### src/rtl/core/ghp_pkg.sv
`timescale 1ns / 1ps
// ----------------------------------------------------------------------------
// ghp_pkg
// Shared types and constants for the generational handle pool.
// ----------------------------------------------------------------------------
package ghp_pkg;

  localparam int unsigned INDEX_BITS = 16;
  localparam int unsigned GEN_BITS   = 16;
  localparam int unsigned CAP_BITS   = 9;
  localparam int unsigned CAPW       = 17;   // wide enough for any slot count
  localparam logic [31:0] NULL_HANDLE = 32'd0;

  // request opcodes
  localparam logic [1:0] OP_CREATE  = 2'd0;
  localparam logic [1:0] OP_LOOKUP  = 2'd1;
  localparam logic [1:0] OP_DESTROY = 2'd2;

  // result status codes
  localparam logic [1:0] ST_OK      = 2'd0;
  localparam logic [1:0] ST_FULL    = 2'd1;
  localparam logic [1:0] ST_INVALID = 2'd2;

  typedef enum logic [1:0] {
    K_CREATE,
    K_LOOKUP,
    K_DESTROY,
    K_REJECT
  } cmd_kind_t;

  typedef struct packed {
    logic signed [31:0] pos_x;
    logic signed [31:0] pos_y;
    logic signed [31:0] health;
  } payload_t;

  typedef struct packed {
    logic [1:0]         op;
    logic [31:0]        handle_in;
    logic signed [31:0] pos_x_in;
    logic signed [31:0] pos_y_in;
    logic signed [31:0] health_in;
  } pool_req_t;

  typedef struct packed {
    logic [1:0]         status;
    logic [31:0]        handle_out;
    logic signed [31:0] pos_x_out;
    logic signed [31:0] pos_y_out;
    logic signed [31:0] health_out;
    logic [8:0]         live_count;
  } pool_res_t;

  // classified request, front to back
  typedef struct packed {
    cmd_kind_t              kind;
    logic [INDEX_BITS-1:0]  idx;
    logic [GEN_BITS-1:0]    gen;
    payload_t               data;
  } pool_cmd_t;

  // back-end status seen by the front
  typedef struct packed {
    logic            clearing;
    logic [CAPW-1:0] cap;
  } pool_ctl_t;

  typedef struct packed {
    logic                live;
    logic [GEN_BITS-1:0] gen;
  } slot_meta_t;

endpackage

### src/rtl/core/ghp_front.sv
`timescale 1ns / 1ps
// ----------------------------------------------------------------------------
// ghp_front
// Accepts requests, classifies them and holds them in a two-entry queue.
// ----------------------------------------------------------------------------
module ghp_front (
  input  logic              clk,
  input  logic              rst,
  input  logic              push,
  output logic              full,
  input  ghp_pkg::pool_req_t req,
  input  ghp_pkg::pool_ctl_t ctl,
  output logic              q_valid,
  output ghp_pkg::pool_cmd_t q_head,
  input  logic              q_pop
);
  import ghp_pkg::*;

  pool_cmd_t             slots [2];
  logic                  wr_ptr;
  logic                  rd_ptr;
  logic [1:0]            count;
  pool_cmd_t             cmd;
  logic [INDEX_BITS-1:0] idx16;
  logic                  in_range;
  logic                  do_push;
  logic                  do_pop;

  // classify: decode opcode and range-check the handle index
  always_comb begin
    idx16    = req.handle_in[INDEX_BITS-1:0] - INDEX_BITS'(1);
    in_range = (CAPW'(idx16) < ctl.cap) && (req.handle_in != NULL_HANDLE);
    cmd.idx  = idx16;
    cmd.gen  = req.handle_in[31:INDEX_BITS];
    cmd.data = '{pos_x: req.pos_x_in, pos_y: req.pos_y_in, health: req.health_in};
    unique case (req.op)
      OP_CREATE:  cmd.kind = K_CREATE;
      OP_LOOKUP:  cmd.kind = in_range ? K_LOOKUP : K_REJECT;
      OP_DESTROY: cmd.kind = in_range ? K_DESTROY : K_REJECT;
      default:    cmd.kind = K_REJECT;
    endcase
  end

  assign full    = (count == 2'd2) || ctl.clearing;
  assign do_push = push && !full;
  assign do_pop  = q_pop && q_valid;
  assign q_valid = (count != 2'd0);
  assign q_head  = slots[rd_ptr];

  // queue storage
  always_ff @(posedge clk) begin
    if (do_push) begin
      slots[wr_ptr] <= cmd;
    end
  end

  // queue pointers
  always_ff @(posedge clk) begin
    if (rst) begin
      wr_ptr <= 1'b0;
      rd_ptr <= 1'b0;
      count  <= 2'd0;
    end else begin
      if (do_push) wr_ptr <= ~wr_ptr;
      if (do_pop)  rd_ptr <= ~rd_ptr;
      count <= count + 2'(do_push) - 2'(do_pop);
    end
  end

endmodule

### config.mk
export PLATFORM = sky130hd
export DESIGN_NAME = ghp_front
export DESIGN_NICKNAME = d
export VERILOG_FILES = /design/src/rtl/core/ghp_pkg.sv /design/src/rtl/core/ghp_front.sv
export SDC_FILE = /design/constraint.sdc
export NUM_CORES = 1
export LEC_CHECK = 0
export BUFFER_PORTS_ARGS = -buffer_cell sky130_fd_sc_hd__buf_2
export CORE_MARGIN = 2
export CORE_UTILIZATION = 43
export CTS_BUF_LIST = sky130_fd_sc_hd__clkbuf_8
export CTS_CLUSTER_SIZE = 28
export DETAILED_ROUTE_END_ITERATION = 10
export PLACE_DENSITY_LB_ADDON = 0.3
export SLEW_MARGIN = 20
export SYNTH_ARGS = -nofsm -noshare
export SYNTH_HDL_FRONTEND = slang
export SYNTH_SLANG_ARGS = --single-unit
### constraint.sdc
create_clock -name clk -period 6.1 [get_ports clk]
set_input_delay 0.305 -clock clk [delete_from_list [all_inputs] [get_ports clk]]
set_output_delay 0.305 -clock clk [all_outputs]
set_load 0.02 [all_outputs]
After elaboration in Yosys (flattened, before gate mapping) --
Memories as Yosys holds them, arrays and structs flattened. A register that Yosys moved wholly into a read port is not among the register bits. Cells that the tools add are included.
Word-level totals: register bits after elaboration 4, RAM bits 260, output and inout bits 132, word-level logic and storage cells 28, memories kept 1
Memory list:
- slots | words 2, bits a word 130, read ports 1, clocked after memory_dff 1, write ports 1, line ghp_front.sv:19 | pool_cmd_t slots [2];
Operators by class: add/sub/neg operators 3, magnitude comparators 1, equality and inequality tests 3, mux-type cells 7, bitwise logic cells 2, reduce and logical (&&, ||, !) cells 8
Operator list (count):
- 32-bit nonzero test | 1
- 16-bit by 17-bit < comparator with 1-bit output | 1
- 16-bit by 1-bit subtractor with 16-bit output, second input constant | 1
- 2-bit case mux with 3 select lines | 1
- 1-bit two-way mux | 5
- 2-bit equality test, second input constant | 2
- 1-bit logical AND | 3
- 2-bit by 1-bit adder with 2-bit output | 1
- 2-bit by 1-bit equality test with 1-bit output, second input constant | 1
- 2-bit zero test | 1
- 2-bit two-way mux | 1
- 1-bit NOT | 2
- 2-bit nonzero test | 1
- 2-bit by 1-bit subtractor with 2-bit output | 1
- 1-bit zero test | 1
- 1-bit logical OR | 1

Logic depth before layout (Yosys ltp) --
Gate-level depths: netlist of the first run.
depth after elaboration 6, depth in mapped cells 12, depth with buffers taken out 12

Least setup slack after synthesis of the first run --
OpenSTA, ideal clock, no wires.
path type reg-to-reg, from register count[0], to memory slots[0][0] (netlist bit), enable pin, setup time 621 ps, arrival 6083 ps, slack -604 ps, cell stages (with the launch flop) 5, path through dfxtp_1 -> inv_1 -> a21oi_1 -> nand2_1 -> nor2_1
On the way: cells in the longest elaborated chain, start to end 6
RTL lines:
- start: declaration | line ghp_front.sv:22 | logic [1:0] count;
- start signal: assignment | line ghp_front.sv:66 | count <= count + 2'(do_push) - 2'(do_pop);
- 2-bit equality test | line ghp_front.sv:44 | assign full = (count == 2'd2) || ctl.clearing;
- 1-bit logical OR | line ghp_front.sv:44
- 1-bit zero test | line ghp_front.sv:45 | assign do_push = push && !full;
- 1-bit logical AND | line ghp_front.sv:45
- 1-bit two-way mux | line ghp_front.sv:52 | if (do_push) begin
- 1-bit two-way mux (implied by the code) | line ghp_front.sv:53 | slots[wr_ptr] <= cmd;
- end: declaration | line ghp_front.sv:19
No other way between the ends.

==> flow_summary.toml, run 1 <==
[clock_network]
cts.sink_count = 265
cts_resized = 0
cts_root_buf = "clkbuf_8"
cts_buffer_depth = 3
clock_latency_ns = 0.52
tritoncts = "yes"
post_cts_buffers = 0
cts_buffers = 45
htreeDepth = 2
clk_pin_slew_ns = 0.06

[global_route]
grt_max_degree = 108
overflow = 0
grt_pass1_vias = 6601
antenna_found_initial = 0
grt_pass1_wl_um = 33000
gr-usage-all-layers = 0.171

[logic_synthesis]
ys_warn_count = 0
synth_area_um2 = 10300
synthCells = 534
synth-seq-area-share = 0.771
postSynthAreaPerCell_um2 = 19.2
synth_fp_nets = 704
ys_types = 34
ys_ff_latch = 265

[floorplan]
initial_core_util = 0.437
fp.coreArea_um2 = 23500
pin_count = 284
floorplan.rows = 56
die_w_um = 158
die_h_um = 158
die_area_um2 = 25100

[worst_setup_path]
worstPathArrival_ns = 2.74
end_kind = "output port"
critPathKind = "flip-flop to output port"
required_ns = 5.79
worstPathMaxFanout = 56
critPathLaunchType = "flip-flop"

[final_layout]
area_growth_pct = 37.2
postLayoutCoreUtil = 0.599
nFillCells = 1793
multi_input_area_um2 = 2220
drive_above_1_share = 0.479
register_area_um2 = 7910
final_net_count = 1137
diodes = 0

[job]
maxCapViolCount = 0

[detailed_routing]
drt-initial-drc-count = 286
final_antenna_net_count = 0
drt_pass1_iterations = 4
drc = 0
viasPerCell = 4.73
drt_wl_total_um = 22400
wl_per_cell_um = 17.0
vias = 6233

[placement]
hpwl_um = 14200
place.port_buffers = 283
gp_congestion = 0.815

[sta]
min_period_ns = 3.04
setup_tns_ns = 0
timing.fmax_mhz = 329
clock_skew_ns = 0.0127
hold_viol_final = 0
setup_viol = 0
post-route-period-util = 0.498
relSlewSlack = 0.483
grt_setup_unrepaired = "no"
worst_slew_pin_slew_ns = 0.776
drv_slew = 0

[worst_hold_path]
hold_class = "input pin to flip-flop"

[power]
p_per_area_nw_per_um2 = 352
leakagePower_nw = 5.45
irDropWorstVdd_mv = 0.220

[status]
status = "finished, final reports clean"
## flip-flops by register name, summed over array words and instances (netlist names), named ones only
name,flops
slots,260
count,2
wr_ptr,1
rd_ptr,1
## layout by cell type (no fill, tap or decap), types with 2 or more instances in the layout
cell	instances
nand4b_1	2
nor2_1	11
buf_2	283
o21ai_0	2
inv_1	38
edfxtp_1	260
a21o_1	2
nor3b_1	2
dfxtp_1	4
dlygate4sd3_1	113
buf_4	4
ha_1	18
nand2_1	12
clkinv_1	10
clkinv_2	2
nor3_1	7
a21oi_1	9
bufinv_16	3
xnor2_1	6
clkbuf_8	47
nor4_1	5
nand4_1	2
mux2_2	130
xor2_1	10
## layout make-up
type,count,area share
inverter,21,0.00560
clock inverter,33,0.0149
timing repair buffer,401,0.185
tap,319,0.0284
sequential,265,0.562
clock buffer,47,0.0460
multi-input combinational,233,0.158
## cells in the mapped netlist
| master | n | share of area |
|---|---|---|
| edfxtp_1 | 260 | 0.76 |
| mux2_2 | 130 | 0.14 |
| inv_1 | 21 | 0.0077 |
| ha_1 | 18 | 0.022 |
| nand2_1 | 12 | 0.0044 |
| nor2_1 | 12 | 0.0044 |
| clkbuf_1 | 11 | 0.0040 |
| xor2_1 | 10 | 0.0085 |
| a21oi_1 | 9 | 0.0044 |
| nor3_1 | 7 | 0.0034 |
| xnor2_1 | 6 | 0.0051 |
| dfxtp_1 | 5 | 0.0098 |
| nor4_1 | 5 | 0.0030 |
| buf_1 | 3 | 0.0011 |
| a21o_1 | 2 | 0.0015 |
| nand4_1 | 2 | 0.0012 |
| nand4b_1 | 2 | 0.0017 |
| nor3b_1 | 2 | 0.0015 |
| o21ai_0 | 2 | 0.00098 |
| a2bb2oi_1 | 1 | 0.00085 |
| a31oi_1 | 1 | 0.00061 |
| and2_1 | 1 | 0.00061 |
| and3_1 | 1 | 0.00061 |
| buf_2 | 1 | 0.00049 |
| nand3_1 | 1 | 0.00049 |
| nor2b_1 | 1 | 0.00061 |
| nor2b_2 | 1 | 0.00085 |
| nor4_2 | 1 | 0.0012 |
| o21a_1 | 1 | 0.00073 |
| o221a_2 | 1 | 0.0011 |
| o31ai_1 | 1 | 0.00073 |
| or2_2 | 1 | 0.00061 |
| or3_4 | 1 | 0.0011 |
| or4_1 | 1 | 0.00073 |
## path summary, 6_finish.rpt
kind,startpoint,to,slack [ns],depth (start not counted)
worst min register to register,rd_ptr,rd_ptr,0.52,2
worst max register to register,count[0],slots[0][87],3.61,5
worst max-delay path,flip-flop,q_head[119],3.06,3
worst min-delay path,req[96],slots[0][112],0.09,2
## what timing repair did
item / CTS / global route
endpoints found under the hold margin: 229 / 0
setup endpoints to repair: 0 / 0
hold buffers: 113 / 0
## logic make-up after synthesis
kind of cell             after synthesis  synth area share
AO/OA/AOI/OAI                         18            0.0109
adder cells (fa/ha/maj)               18            0.0220
multiplexers                         130             0.143
AND/OR/NAND/NOR                       51            0.0265
buffers and inverters                 36            0.0133
XOR/XNOR                              16            0.0137
flip-flops                           265             0.771
## power by group
part	internal (W)	total (W)	leakage (nW)	switching [W]
Clock	0.000836	0.00150	0.495	0.000660
Sequential	0.00216	0.00224	2.42	0.0000756
Combinational	0.000522	0.00121	2.53	0.000692
Total	0.00352	0.00495	5.45	0.00143
## worst max-delay path, stage by stage, from the launching register on
cell,delay (ns)
dfxtp_4,0.80
buf_4,0.74
mux2_2,0.45
buf_2,0.17
## routing by layer
layer  part of all wire  GRT usage  up-vias
met3              0.087     0.0580       48
met2               0.50      0.305      243
met5                  0          0        -
met1               0.39      0.188     2998
li1                   -          -     2944
met4              0.025     0.0682        0
## through the flow
stage / setup slack (ns) / area, um^2 / instances / hold slack (ns) / power (W)
after floorplan: 1.59 / 10300 / 534 / 0.377 / 0.00305
after global routing: 2.86 / 14100 / 1319 / 0.0846 / 0.00518
final: 3.06 / 14100 / 1319 / 0.0937 / 0.00495
after global placement: 2.91 / 12100 / 1126 / 0.492 / 0.00343
after CTS: 2.95 / 14100 / 1319 / 0.0647 / 0.00501
after detailed placement: 2.82 / 12100 / 1126 / 0.496 / 0.00344
No activity file was read; power rests on OpenSTA's default activity.
==> run 2: changes to the inputs <==
==> constraint.sdc (replaced) <==
create_clock -name clk -period 2.81 [get_ports clk]
set_input_delay 0.1405 -clock clk [delete_from_list [all_inputs] [get_ports clk]]
set_output_delay 0.1405 -clock clk [all_outputs]
set_load 0.02 [all_outputs]
==> run 2 against run 1 <==
Against the previous run: utilization is 0.96 points higher; sequential cell count stayed put; sequential share of layout area is 0.88 points lower; design area is 1.6% higher; largest cell class unchanged; largest power group unchanged.
==> flow_summary.toml, run 2 (synthesized netlist as in run 1, its figures left out) <==
[status]
status = "finished, final reports clean"

[sta]
worst_hold_slack_ns = 0.0105
setup_viol = 0
drv_slew = 0
timing.fmax_mhz = 374
worst_slew_pin_slew_ns = 0.545
post-route-period-util = 0.952
clock_skew_ns = 0.0190
relSlewSlack = 0.634
min_period_ns = 2.68
grt_setup_unrepaired = "no"
hold_viol_final = 0

[worst_setup_path]
required_ns = 3.07
worstPathMaxFanout = 5
critPathKind = "input pin to flip-flop"
end_kind = "flip-flop"
worstPathArrival_ns = 2.94
critPathLaunchType = "input pin"

[clock_network]
htreeDepth = 2
cts_root_buf = "clkbuf_8"
cts.sink_count = 265
cts_buffers = 43
cts_buffer_depth = 3
clk_pin_slew_ns = 0.06
tritoncts = "yes"
clock_latency_ns = 0.53

[global_route]
antenna_found_initial = 0
gr-usage-all-layers = 0.171
overflow = 0
grt_max_degree = 73
grt_pass1_vias = 6543
grt_util_met2 = 0.309
grt_pass1_wl_um = 32800
busiest_layer = "met2"
use_met3 = 0.0566
grt_use_met1 = 0.186

[final_layout]
final_net_count = 1159
final_common_cell = "buf_2"
reg_top3 = "slots: 260 flops, count: 2 flops"
drive_above_1_share = 0.486
multi_input_area_um2 = 2270
nFillCells = 1762
final_cells = 1339
final_cell_mix = "283 x buf_2, 260 x edfxtp_1, 130 x mux2_2"
diodes = 0
largest_reg_flops = 260
largest_register = "slots"
register_area_um2 = 7910
area_growth_pct = 39.4

[floorplan]
die_h_um = 158
floorplan.rows = 56
die_area_um2 = 25100
initial_core_util = 0.437
pin_count = 284
die_w_um = 158
fp.coreArea_um2 = 23500

[power]
p_per_area_nw_per_um2 = 735
leakagePower_nw = 5.54
irDropWorstVdd_mv = 0.559

[detailed_routing]
drc = 0
wl_per_cell_um = 16.7
viasPerCell = 4.65
final_antenna_net_count = 0
vias = 6224
drt_pass1_iterations = 5
drt-initial-drc-count = 291
drt_wl_total_um = 22300

[worst_hold_path]
hold_class = "input pin to flip-flop"

[placement]
place.port_buffers = 283
hpwl_um = 14000
gp_congestion = 0.828
dp.cells = 1135

[job]
maxCapViolCount = 0
run 2: cell count changes in the layout (fill, tap and decap cells not counted), sizes merged:
cell	change
buf	+11
bufinv	-2
clkbuf	-3
clkinv	+1
dlygate4sd3	+13
run 2: report_power, final:
part	leakage [nW]	switching, W	internal (W)
sequential	2.43	0.000138	0.00470
clock	0.445	0.00139	0.00154
combinational	2.67	0.00154	0.00120
total	5.54	0.00308	0.00744
run 2: worst paths after layout:
path                                 endpoint     start  slack [ns]  cells after the start
worst max-delay path            slots[0][129]   req[96]        0.13                     11
worst min register to register         rd_ptr    rd_ptr        0.53                      2
worst min-delay path            slots[1][120]  req[104]        0.01                      2
worst max register to register       count[1]  count[1]        1.03                      8
run 2: cell type report:
cell class / count / share of cell area
Clock buffer: 44 / 0.0424
Clock inverter: 32 / 0.0110
Inverter: 21 / 0.00551
Multi-Input combinational cell: 233 / 0.159
Sequential cell: 265 / 0.554
Tap cell: 319 / 0.0279
Timing Repair Buffer: 425 / 0.201
run 2: timing repair:
item	4_1_cts	5_1_grt
buffers inserted	0	2
hold endpoints to repair	248	0
resized for setup	0	6
endpoints found under the setup margin	0	4
hold buffers	126	0
run 2: through the flow:
step	util	power [W]	TNS, ns	area, um^2	setup WS [ns]
2_1_floorplan	-	0.00661	-20.86	10300	-0.160
3_3_place_gp	0.521	0.00750	0	12200	0.0960
3_5_place_dp	0.521	0.00753	0	12200	0.0647
4_1_cts	0.607	0.0107	0	14200	0.0881
5_1_grt	0.609	0.0110	0	14300	0.0148
6_report	0.609	0.0105	0	14300	0.134
run 2: worst max-delay path, stage by stage:
cell           delay (ns)
dlygate4sd3_1        0.52
buf_2                0.14
or4_4                0.55
nor4_1               0.25
xor2_1               0.29
ha_1                 0.28
nand2_1              0.10
o21a_1               0.14
o221a_2              0.18
a2bb2oi_1            0.22
a21oi_1              0.11
run 2: layer usage:
layer  vias up  part of all wire
met5         -                 0
met4         0             0.024
met3        38             0.085
met2       233              0.51
met1      2964              0.39
li1       2989                 -
